--- config.mk ---
export PLATFORM = sky130hd
export DESIGN_NAME = htd_ctrl
export DESIGN_NICKNAME = d
export VERILOG_FILES = /design/src/rtl/core/htd_pkg.sv /design/src/rtl/core/htd_ctrl.sv
export VERILOG_INCLUDE_DIRS = /design/src /design/src/rtl/core
export SDC_FILE = /design/constraint.sdc
export NUM_CORES = 1
export LEC_CHECK = 0
export BUFFER_PORTS_ARGS = -buffer_cell sky130_fd_sc_hd__buf_2
export CORE_AREA = 2 2 39 41
export CTS_BUF_LIST = sky130_fd_sc_hd__clkbuf_2 sky130_fd_sc_hd__clkbuf_4 sky130_fd_sc_hd__clkbuf_8
export CTS_CLUSTER_SIZE = 8
export DETAILED_ROUTE_END_ITERATION = 16
export DIE_AREA = 0 0 41 43
export PLACE_DENSITY = 0.7
export SKIP_LAST_GASP = 1
export SLEW_MARGIN = 20
export SYNTH_ARGS = -nofsm -noshare
export SYNTH_HDL_FRONTEND = slang
export SYNTH_SLANG_ARGS = --single-unit
--- constraint.sdc ---
create_clock -name i_clk -period 1.45 [get_ports i_clk]
set_input_delay 0.145 -clock i_clk [delete_from_list [all_inputs] [get_ports i_clk]]
set_output_delay 0.145 -clock i_clk [all_outputs]
set_load 0.005 [all_outputs]
--- src/rtl/core/assert_macros.svh ---
// ----------------------------------------------------------------------------
// assert_macros.svh
// Shared assertion macros. All sample on i_clk and are off while i_rst_n is low.
// ----------------------------------------------------------------------------
`ifndef ASSERT_MACROS_SVH
`define ASSERT_MACROS_SVH

// Condition that must hold on every clock edge.
`define ASSERT_ALWAYS(lbl, cond, msg) \
    lbl: assert property (@(posedge i_clk) disable iff (!i_rst_n) (cond)) \
        else $error(msg);

// Consequent that must hold on the same edge as the antecedent.
`define ASSERT_IMPLY(lbl, ante, cons, msg) \
    lbl: assert property (@(posedge i_clk) disable iff (!i_rst_n) (ante) |-> (cons)) \
        else $error(msg);

`endif

--- src/rtl/core/htd_pkg.sv ---
// ----------------------------------------------------------------------------
// htd_pkg
// Types and constants shared by the Huffman tree decoder modules.
// ----------------------------------------------------------------------------
`timescale 1ns / 1ps
`default_nettype none

package htd_pkg;

    localparam int MAX_SYMBOLS_DEF = 256;
    localparam int WEIGHT_W        = 31;
    localparam int SYM_W           = 8;
    localparam logic [WEIGHT_W-1:0] WEIGHT_MAX = 31'h7FFF_FFFF;
    localparam logic [3:0] BITS_PER_BYTE = 4'd8;

    typedef enum logic [1:0] {
        OP_ADD    = 2'd0,
        OP_BUILD  = 2'd1,
        OP_DECODE = 2'd2,
        OP_CLEAR  = 2'd3
    } t_opcode;

    typedef struct packed {
        t_opcode             opcode;
        logic [SYM_W-1:0]    entry_symbol;
        logic [WEIGHT_W-1:0] entry_count;
        logic [7:0]          code_byte;
        logic [3:0]          valid_bits;
    } t_in_beat;

    typedef struct packed {
        logic [SYM_W-1:0] symbol;
        logic             last_of_run;
    } t_out_beat;

    typedef enum logic [3:0] {
        ST_IDLE,
        ST_LONE_A,
        ST_LONE_B,
        ST_INIT_RD,
        ST_INIT_WR,
        ST_SCAN,
        ST_MERGE,
        ST_WALK_RD,
        ST_WALK_EV,
        ST_LEAF,
        ST_EMIT
    } t_state;

    typedef struct packed {
        logic take;
        logic lone_a;
        logic lone_b;
        logic init_rd;
        logic init_wr;
        logic scan;
        logic merge;
        logic walk_rd;
        logic walk_ev;
        logic leaf;
        logic emit;
    } t_dp_cmd;

    typedef struct packed {
        t_opcode op;
        logic    tree_ready;
        logic    total_zero;
        logic    total_one;
        logic    nbits_zero;
        logic    init_last;
        logic    scan_done;
        logic    round_last;
        logic    child_leaf;
        logic    bits_last;
        logic    has_syms;
        logic    emit_last;
        logic    out_free;
    } t_dp_sts;

endpackage

`default_nettype wire

--- src/rtl/core/htd_ctrl.sv ---
// ----------------------------------------------------------------------------
// htd_ctrl
// Sequencer for table load, tree build, tree walk and symbol output.
// ----------------------------------------------------------------------------
`timescale 1ns / 1ps
`default_nettype none
`include "assert_macros.svh"

module htd_ctrl (
    input  wire             i_clk,
    input  wire             i_rst_n,
    input  wire             i_in_valid,
    output logic            o_in_ready,
    input  htd_pkg::t_dp_sts i_sts,
    output htd_pkg::t_dp_cmd o_cmd
);

    htd_pkg::t_state r_state, n_state;

    always_ff @(posedge i_clk) begin
        if (!i_rst_n) begin
            r_state <= htd_pkg::ST_IDLE;
        end else begin
            r_state <= n_state;
        end
    end

    always_comb begin
        n_state    = r_state;
        o_cmd      = '0;
        o_in_ready = 1'b0;
        case (r_state)
            htd_pkg::ST_IDLE: begin
                o_in_ready = 1'b1;
                if (i_in_valid) begin
                    o_cmd.take = 1'b1;
                    case (i_sts.op)
                        htd_pkg::OP_BUILD: begin
                            if (i_sts.total_one) begin
                                n_state = htd_pkg::ST_LONE_A;
                            end else if (!i_sts.total_zero) begin
                                n_state = htd_pkg::ST_INIT_RD;
                            end
                        end
                        htd_pkg::OP_DECODE: begin
                            if (i_sts.tree_ready && !i_sts.nbits_zero) begin
                                n_state = htd_pkg::ST_WALK_RD;
                            end
                        end
                        default: ;
                    endcase
                end
            end
            htd_pkg::ST_LONE_A: begin
                o_cmd.lone_a = 1'b1;
                n_state      = htd_pkg::ST_LONE_B;
            end
            htd_pkg::ST_LONE_B: begin
                o_cmd.lone_b = 1'b1;
                n_state      = htd_pkg::ST_IDLE;
            end
            htd_pkg::ST_INIT_RD: begin
                o_cmd.init_rd = 1'b1;
                n_state       = htd_pkg::ST_INIT_WR;
            end
            htd_pkg::ST_INIT_WR: begin
                o_cmd.init_wr = 1'b1;
                n_state = i_sts.init_last ? htd_pkg::ST_SCAN : htd_pkg::ST_INIT_RD;
            end
            htd_pkg::ST_SCAN: begin
                o_cmd.scan = 1'b1;
                if (i_sts.scan_done) begin
                    n_state = htd_pkg::ST_MERGE;
                end
            end
            htd_pkg::ST_MERGE: begin
                o_cmd.merge = 1'b1;
                n_state = i_sts.round_last ? htd_pkg::ST_IDLE : htd_pkg::ST_SCAN;
            end
            htd_pkg::ST_WALK_RD: begin
                o_cmd.walk_rd = 1'b1;
                n_state       = htd_pkg::ST_WALK_EV;
            end
            htd_pkg::ST_WALK_EV: begin
                o_cmd.walk_ev = 1'b1;
                if (i_sts.child_leaf) begin
                    n_state = htd_pkg::ST_LEAF;
                end else if (i_sts.bits_last) begin
                    n_state = i_sts.has_syms ? htd_pkg::ST_EMIT : htd_pkg::ST_IDLE;
                end
            end
            htd_pkg::ST_LEAF: begin
                o_cmd.leaf = 1'b1;
                n_state = i_sts.bits_last ? htd_pkg::ST_EMIT : htd_pkg::ST_WALK_RD;
            end
            htd_pkg::ST_EMIT: begin
                if (i_sts.out_free) begin
                    o_cmd.emit = 1'b1;
                    if (i_sts.emit_last) begin
                        n_state = htd_pkg::ST_IDLE;
                    end
                end
            end
            default: n_state = htd_pkg::ST_IDLE;
        endcase
    end

    `ASSERT_IMPLY(a_emit_has_syms, r_state == htd_pkg::ST_EMIT, i_sts.has_syms,
        "emit state with empty symbol buffer")
    `ASSERT_IMPLY(a_merge_needs_pair, r_state == htd_pkg::ST_MERGE,
        !i_sts.total_zero && !i_sts.total_one, "merge with fewer than two entries")

endmodule

`default_nettype wire

==> results_tabular.tex, run 1 <==
\begin{tabular}{lr}
\hline
Metric & Value \\
\hline
\multicolumn{2}{l}{\textbf{Timing}} \\
\quad FMAX & between 0.7 and 0.8 GHz \\
\quad Fin crit period & $\sim$1.4 ns \\
\quad Total count of hold-check failures in the final report & 0 \\
\quad Total negative setup slack & 0 ns \\
\quad Min setup slack post-route & 0.0559 ns \\
\quad Least-Margin Pin Slew & roughly 0.36 ns \\
\quad Rel. slew slack & 75.8\% \\
\quad RSZ-0062 raised after global routing & yes \\
\quad Max-slew violation total from the final report & 0 \\
\quad Final setup fails & 0 \\
\quad Portion of the clock cycle consumed by the worst path in the final layout & 96.1\% \\
\quad Fin Clk Skew & around 0.0015 ns \\
\multicolumn{2}{l}{\textbf{Place}} \\
\quad Detailed placer's ending HPWL & $\sim$1.2 mm \\
\quad Number of buffer cells added on primary ports & 28 \\
\quad Placed cell count & $\sim$130 \\
\quad Placer's final routability congestion estimate & just under 0.9 \\
\quad Worst setup slack after placement & -0.105 ns \\
\multicolumn{2}{l}{\textbf{Setup path}} \\
\quad Worst Path Class, Setup & reg -> reg \\
\quad Slowest-stage cell, CP & sky130\_fd\_sc\_hd\_\_dfxtp\_2 \\
\quad Buf+Inv Stages, Crit Path & 1 \\
\quad Stage delay of the slowest cell on the critical path & roughly 0.34 ns \\
\quad Family with the most delay on the worst path & compound AO/OA/AOI/OAI gates \\
\quad Max FO, Critical Path & 6 \\
\quad CP required & 1.59 ns \\
\quad Arrival time at the worst endpoint & roughly 1.5 ns \\
\quad Critical Path End Type & register \\
\quad Startpoint type of the worst setup path & register \\
\quad Cells along the critical path & buf\_4 -> or3b\_1 -> a21oi\_1 -> o21bai\_1 -> a221oi\_2 \\
\multicolumn{2}{l}{\textbf{Finish}} \\
\quad Total area of multi-input combinational cells & between 400 and 500 um\^{}2 \\
\quad Number of flip-flops in the largest register & 4 \\
\quad Largest registers & r\_state: 4 flops \\
\quad Most flops, register & r\_state \\
\quad Layout cell share with drive strength beyond 1 & approximately 47\% \\
\quad Final layout net count & between 100 and 150 \\
\quad Area grow syn2layout & 49.5\% \\
\quad Fill count & 130 \\
\quad Area occupied by registers & just under 90 um\^{}2 \\
\quad Ant. Diodes & 0 \\
\quad Cell Count, Final, Fillers Out & about 130 \\
\multicolumn{2}{l}{\textbf{GRT}} \\
\quad Antenna violations before repair & 0 \\
\quad Number of global-route vias before repair & just under 600 \\
\quad Pin count of the biggest net entering global routing & 10 \\
\quad Global-route wire length before repair & 2.42 mm \\
\quad GR Util All Layers & about a fifth \\
\quad Overflow after GRT & 0 \\
\multicolumn{2}{l}{\textbf{Outcome}} \\
\quad Result of the run & complete, no violations \\
\multicolumn{2}{l}{\textbf{Drt}} \\
\quad Post-DRT Antenna Nets & 0 \\
\quad Post-detailed-route wirelength per cell & roughly 11 um \\
\quad Vias per inst & approximately 5.1 \\
\quad Iteration-0 DRC Markers & 9 \\
\quad Final routed DRC violation total & 0 \\
\quad Via count & 657 \\
\quad First-pass iteration count of the detailed router & 2 \\
\quad Sum of routed wire length over all layers & around 1.4 mm \\
\multicolumn{2}{l}{\textbf{Clocking}} \\
\quad Clock tree from TritonCTS & built \\
\quad Buffers inserted by post-CTS timing repair & 0 \\
\quad Number of buffers added by the clock tree synthesis step & 3 \\
\quad Clock transition at the registers of the reported paths & $\sim$0.04 ns \\
\quad Root buffer cell & sky130\_fd\_sc\_hd\_\_clkbuf\_4 \\
\quad Clk buf depth & 2 \\
\quad Clock Sink Count & 4 \\
\quad Max H-tree Level & 1 \\
\quad CTS hold repair buffers & 0 \\
\quad Clock insertion delay at the later pin of the skew report & 0.23 ns \\
\multicolumn{2}{l}{\textbf{Floorplan}} \\
\quad Core box area & between 1000 and 1500 um\^{}2 \\
\quad Height of the die & 43 um \\
\quad Die X-Extent & roughly 40 um \\
\quad Starting density of the core & about two fifths \\
\quad I/O pins & 29 \\
\quad Number of cell rows & 14 \\
\quad DIE AREA & approximately 1800 um\^{}2 \\
\multicolumn{2}{l}{\textbf{Yosys}} \\
\quad Number of warnings reported in the yosys synthesis log & 0 \\
\quad Sequential share of the synthesized area & between 10\% and 20\% \\
\quad Leading post-synthesis cells by cell area & sky130\_fd\_sc\_hd\_\_dfxtp\_1, sky130\_fd\_sc\_hd\_\_nand2b\_1, sky130\_fd\_sc\_hd\_\_nor2\_1, sky130\_fd\_sc\_hd\_\_inv\_1, sky130\_fd\_sc\_hd\_\_ha\_1 \\
\quad Largest area contributor in the netlist & sky130\_fd\_sc\_hd\_\_dfxtp\_1 \\
\quad Avg Cell Area, Syn & just over 7 um\^{}2 \\
\quad Fraction of post-synthesis cell area in the top cell type by area & between 10\% and 20\% \\
\quad Number of nets produced by synthesis & 93 \\
\quad Mapped cell area & between 500 and 600 um\^{}2 \\
\quad Post-synthesis cell count & between 70 and 80 \\
\quad FF+latch count, synth & 4 \\
\quad Number of distinct library cell variants in the gate-level netlist after synthesis & 35 \\
\multicolumn{2}{l}{\textbf{Hold path}} \\
\quad Tightest Hold Check Type & in -> reg \\
\multicolumn{2}{l}{\textbf{Flow run}} \\
\quad Count of maximum capacitance violations & 0 \\
\multicolumn{2}{l}{\textbf{Power and ir drop}} \\
\quad IR Drop Worst-Case VDD & roughly 0.00074 V \\
\quad Static leakage & 0.387 nW \\
\quad Total power after layout & about 0.84 mW \\
\quad Power per cell area & roughly 1000 nW/um\^{}2 \\
\hline
\end{tabular}
final timing paths:
check / endpoint / start / cells past startpoint / slack, ns
setup reg to reg: r_state[2] / r_state[0] / 5 / 0.06
hold / removal: r_state[1] / i_rst_n / 3 / 0.23
setup / recovery: r_state[2] / r_state[0] / 5 / 0.06
hold reg to reg: r_state[3] / r_state[0] / 3 / 0.67
per-stage QoR:
stage | hold WS, ns | area (um^2) | utilization, %
global placement | 0.470 | 752 | 54.3
detailed placement | 0.481 | 752 | 54.3
CTS | 0.228 | 785 | 56.7
finish | 0.227 | 797 | 57.6
floorplan | 0.312 | 533 | -
global route | 0.228 | 797 | 57.6
repair_timing:
| action | 4_1_cts | 5_1_grt |
|---|---|---|
| endpoints found under the setup margin | 3 | 12 |
| gates resized for setup | 2 | 5 |
| cloned | 0 | 0 |
where the power goes:
part           switching [mW]  internal (mW)
logic                   0.238          0.266
clock network          0.0426         0.0924
registers              0.0551          0.143
cells in the mapped netlist:
cell type                   number
sky130_fd_sc_hd__nor4b_2         1
sky130_fd_sc_hd__and2_1          1
sky130_fd_sc_hd__ha_1            2
sky130_fd_sc_hd__and2b_1         1
sky130_fd_sc_hd__o21bai_1        1
sky130_fd_sc_hd__o21ai_0         5
sky130_fd_sc_hd__nor3b_1         1
sky130_fd_sc_hd__nand3b_1        1
sky130_fd_sc_hd__nor2b_1         1
sky130_fd_sc_hd__a221oi_2        1
sky130_fd_sc_hd__o32ai_1         1
sky130_fd_sc_hd__nand4bb_1       1
sky130_fd_sc_hd__a21oi_1         1
sky130_fd_sc_hd__nand4_1         1
sky130_fd_sc_hd__o21ai_1         1
sky130_fd_sc_hd__a21boi_0        1
sky130_fd_sc_hd__a31oi_1         1
sky130_fd_sc_hd__o2111ai_1       1
sky130_fd_sc_hd__buf_6           2
sky130_fd_sc_hd__and4bb_4        1
sky130_fd_sc_hd__and3b_1         1
sky130_fd_sc_hd__clkbuf_1        1
sky130_fd_sc_hd__o22ai_1         3
sky130_fd_sc_hd__a2111oi_2       1
sky130_fd_sc_hd__or3_1           1
sky130_fd_sc_hd__nor3_1          4
sky130_fd_sc_hd__o211ai_1        1
sky130_fd_sc_hd__nand2_1         5
sky130_fd_sc_hd__dfxtp_1         4
sky130_fd_sc_hd__nor2_1          9
sky130_fd_sc_hd__a22oi_2         1
sky130_fd_sc_hd__buf_2           1
sky130_fd_sc_hd__nand2b_1        7
sky130_fd_sc_hd__or3b_1          1
sky130_fd_sc_hd__inv_1           8
worst min-delay path, cell delays in order:
cell and delay, ns:
sky130_fd_sc_hd__buf_2 0.11, sky130_fd_sc_hd__nand4_1 0.09, sky130_fd_sc_hd__o22ai_1 0.07
metal layers:
layer,GRT usage (%),share of wire (%),vias up
met5,0,0,-
met4,7.33,1.2,0
met3,2.09,4.7,2
met2,32.8,51,20
met1,24.1,43,288
li1,-,-,347
cell families after synthesis:
| family | after synthesis | synth area share (%) |
|---|---|---|
| adder cells (fa/ha/maj) | 2 | 4.69 |
| flip-flops | 4 | 15.0 |
| AO/OA/AOI/OAI | 19 | 26.8 |
| buffers and inverters | 12 | 11.5 |
| AND/OR/NAND/NOR | 37 | 42.0 |
cell type report:
cell class              instances  area share, %
well taps                      16           2.51
flip-flops and latches          4           11.0
inverters                       8           3.77
clock buffers                   3           2.83
multi-input cells              58           51.0
repair buffers                 40           28.9
layout by cell type, fill, tap and decap left out, types with 2 or more instances in the layout:
cell type,netlist,routed
sky130_fd_sc_hd__buf_2,1,28
sky130_fd_sc_hd__buf_4,0,12
sky130_fd_sc_hd__clkbuf_4,0,3
sky130_fd_sc_hd__dfxtp_2,0,3
sky130_fd_sc_hd__ha_1,2,2
sky130_fd_sc_hd__inv_1,8,8
sky130_fd_sc_hd__nand2_1,5,5
sky130_fd_sc_hd__nand2b_1,7,7
sky130_fd_sc_hd__nor2_1,9,9
sky130_fd_sc_hd__nor3_1,4,4
sky130_fd_sc_hd__o21ai_0,5,5
sky130_fd_sc_hd__o22ai_1,3,3
No activity file was read; power rests on OpenSTA's default activity.
==> run 2: changes to the inputs <==
==> constraint.sdc (replaced) <==
create_clock -name i_clk -period 1.45 [get_ports i_clk]
set_input_delay 0.145 -clock i_clk [delete_from_list [all_inputs] [get_ports i_clk]]
set_output_delay 0.145 -clock i_clk [all_outputs]
set_load 0.1 [all_outputs]
==> run 2 against run 1 <==
- the run now ends with setup timing left
- flip-flop and latch count stayed put
- worst hold slack worse by 0.013 ns
- clock skew is 0.0018 ns higher
- register-to-register slack worse by 0.02 ns
- critical path type is now reg -> out
- largest power group unchanged
==> results_tabular.tex, run 2 (synthesized netlist as in run 1, its figures left out) <==
\begin{tabular}{lr}
\hline
Metric & Value \\
\hline
\multicolumn{2}{l}{\textbf{Clocking}} \\
\quad Clock insertion delay at the later pin of the skew report & 0.23 ns (about the same) \\
\quad Clock transition at the registers of the reported paths & 0.04 ns (about the same) \\
\quad CTS hold repair buffers & 0 (unchanged) \\
\quad Max H-tree Level & 1 (unchanged) \\
\quad Clock tree from TritonCTS & built \\
\quad Root buffer cell & sky130\_fd\_sc\_hd\_\_clkbuf\_4 \\
\quad Number of buffers added by the clock tree synthesis step & 3 (unchanged) \\
\quad Clk buf depth & 2 (unchanged) \\
\quad Clock Sink Count & 4 (unchanged) \\
\multicolumn{2}{l}{\textbf{Timing}} \\
\quad Total count of hold-check failures in the final report & 0 (unchanged) \\
\quad Least-Margin Pin Slew & 0.306 ns (-0.0562 ns) \\
\quad RSZ-0062 raised after global routing & yes \\
\quad Max-slew violation total from the final report & 0 (unchanged) \\
\quad Portion of the clock cycle consumed by the worst path in the final layout & 103\% (+7.3 points) \\
\quad FMAX & 0.666 GHz (-7.1\%) \\
\quad Fin Clk Skew & 0.00332 ns (+0.00181 ns) \\
\quad Rel. slew slack & 79.6\% (+3.8 points) \\
\quad Final setup fails & 3 (+3) \\
\quad Min setup slack post-route & -0.0506 ns (-0.106 ns) \\
\quad Fin crit period & 1.50 ns (+0.106 ns) \\
\quad Worst-case hold slack & 0.214 ns (-0.0129 ns) \\
\multicolumn{2}{l}{\textbf{Power and ir drop}} \\
\quad Clock network power share & 7.6\% (-8.5 points) \\
\quad Power per cell area & 1520 nW/um\^{}2 (+44\%) \\
\quad Combinational share of power & 80.6\% (+20 points) \\
\quad Switching part of the total power & 51.9\% (+12 points) \\
\quad Internal Power & 0.864 mW (+73\%) \\
\quad Total net switching power & 0.935 mW (+180\%) \\
\quad Static leakage & 0.496 nW (+28\%) \\
\quad Portion of total power attributed to sequential cells & 11.8\% (-12 points) \\
\quad Total power after layout & 1.80 mW (+120\%) \\
\quad IR Drop Worst-Case VDD & 0.00164 V (+120\%) \\
\multicolumn{2}{l}{\textbf{Floorplan}} \\
\quad Starting density of the core & 38.5\% (unchanged) \\
\quad Number of cell rows & 14 (unchanged) \\
\quad DIE AREA & 1760 um\^{}2 (unchanged) \\
\quad Die X-Extent & 41 um (unchanged) \\
\quad I/O pins & 29 (unchanged) \\
\quad Core box area & 1380 um\^{}2 (unchanged) \\
\quad Height of the die & 43 um (unchanged) \\
\multicolumn{2}{l}{\textbf{Finish}} \\
\quad Most frequent cells in the layout & sky130\_fd\_sc\_hd\_\_buf\_2, sky130\_fd\_sc\_hd\_\_buf\_12, sky130\_fd\_sc\_hd\_\_buf\_4 \\
\quad Largest registers & r\_state: 4 flops \\
\quad Core Util, Final & 85.8\% (+28 points) \\
\quad Fill count & 70 (-46\%) \\
\quad Area grow syn2layout & 123\% \\
\quad Layout cell share with drive strength beyond 1 & 65.0\% (+18 points) \\
\quad Most flops, register & r\_state \\
\quad Total area of multi-input combinational cells & 524 um\^{}2 (+29\%) \\
\quad Number of flip-flops in the largest register & 4 (unchanged) \\
\quad Ant. Diodes & 0 (unchanged) \\
\quad Area occupied by registers & 92.6 um\^{}2 (+5.7\%) \\
\quad Final layout net count & 141 (+5.2\%) \\
\quad Leading cell type in the layout, fill and taps excluded & sky130\_fd\_sc\_hd\_\_buf\_2 \\
\multicolumn{2}{l}{\textbf{GRT}} \\
\quad GR Util All Layers & 22.7\% (+3.1 points) \\
\quad Pin count of the biggest net entering global routing & 12 (+2) \\
\quad Overflow after GRT & 0 (unchanged) \\
\quad Number of global-route vias before repair & 672 (+16\%) \\
\quad Antenna violations before repair & 0 (unchanged) \\
\quad Global-route wire length before repair & 2.77 mm (+15\%) \\
\multicolumn{2}{l}{\textbf{Setup path}} \\
\quad Cells along the critical path & buf\_4 -> nand2b\_4 -> buf\_4 -> nor2\_2 -> buf\_12 \\
\quad Library cell appearing most often on the critical path & sky130\_fd\_sc\_hd\_\_buf\_4 \\
\quad Critical Path End Type & output port \\
\quad CP required & 1.31 ns (-0.28 ns) \\
\quad Stage delay of the slowest cell on the critical path & 0.41 ns (+0.07 ns) \\
\quad Slowest-stage cell, CP & sky130\_fd\_sc\_hd\_\_dfxtp\_4 \\
\quad Max FO, Critical Path & 8 (+2) \\
\quad Startpoint type of the worst setup path & register \\
\quad Worst Path Class, Setup & reg -> out \\
\quad Arrival time at the worst endpoint & 1.36 ns (-0.18 ns) \\
\multicolumn{2}{l}{\textbf{Outcome}} \\
\quad Failing checks & setup timing \\
\quad Result of the run & complete, but fails checks \\
\multicolumn{2}{l}{\textbf{Drt}} \\
\quad Iteration-0 DRC Markers & 6 (-3) \\
\quad First-pass iteration count of the detailed router & 4 (+2) \\
\quad Post-detailed-route wirelength per cell & 12.9 um (+16\%) \\
\quad Vias per inst & 5.35 (+5.0\%) \\
\quad Post-DRT Antenna Nets & 0 (unchanged) \\
\quad Sum of routed wire length over all layers & 1.76 mm (+22\%) \\
\quad Final routed DRC violation total & 0 (unchanged) \\
\quad Via count & 727 (+11\%) \\
\multicolumn{2}{l}{\textbf{Flow run}} \\
\quad Count of maximum capacitance violations & 0 (unchanged) \\
\multicolumn{2}{l}{\textbf{Hold path}} \\
\quad Tightest Hold Check Type & in -> reg \\
\multicolumn{2}{l}{\textbf{Place}} \\
\quad Number of buffer cells added on primary ports & 28 (unchanged) \\
\quad Placer's final routability congestion estimate & 0.870 (-1.1\%) \\
\quad Detailed placer's ending HPWL & 1.28 mm (+3.7\%) \\
\hline
\end{tabular}
[run 2: layout make-up]
type / count / area share (%)
multi-input combinational: 58 / 44.2
timing repair buffer: 47 / 41.9
sequential: 4 / 7.80
inverter: 8 / 2.53
clock buffer: 3 / 1.90
tap: 16 / 1.69
[run 2: critical path: cells and delay by family, from the launching register on]
family	cells	cell delay [ns]
buffers and inverters	3	0.48
flip-flops	1	0.41
AND/OR/NAND/NOR	2	0.22
[run 2: what timing repair did]
item | CTS | global route
setup buffers | 5 | 4
gates resized for setup | 7 | 14
endpoints found under the setup margin | 10 | 10
pin swaps | 2 | 11
[run 2: power groups by stage]
stage	Combinational [mW]	Clock, mW	Sequential [mW]
floorplan	0.840	0	0.178
finish	1.45	0.136	0.213
detailed placement	1.21	0	0.200
global placement	1.20	0	0.200
CTS	1.32	0.140	0.207
global route	1.53	0.155	0.220
[run 2: path summary, 6_finish.rpt]
check / start / to / slack, ns / cells after the start
worst max-delay path: r_state[0] / o_cmd[5] / -0.05 / 5
worst min-delay path: i_rst_n / r_state[1] / 0.21 / 3
worst max register to register: r_state[2] / r_state[2] / 0.04 / 5
worst min register to register: r_state[0] / r_state[3] / 0.56 / 2
[run 2: metrics by stage]
step           instances  worst slack (ns)  TNS [ns]  area [um^2]
3_3_place_gp         125           -0.0233   -0.0233         1010
6_report             136           -0.0506    -0.129         1190
2_1_floorplan         74            -0.561     -3.30          632
4_1_cts              133           -0.0307   -0.0552         1110
3_5_place_dp         125           -0.0740   -0.0740         1010
5_1_grt              136            -0.117    -0.613         1190
[run 2: layer usage]
layer / wire length [um] / GRT usage [%] / vias up / part of all wire, %
li1: - / - / 359 / -
met1: 702 / 25.7 / 333 / 40
met2: 921 / 39.1 / 33 / 52
met3: 126 / 7.85 / 2 / 7.2
met4: 9 / 4.00 / 0 / 0.51
met5: 0 / 0 / - / 0
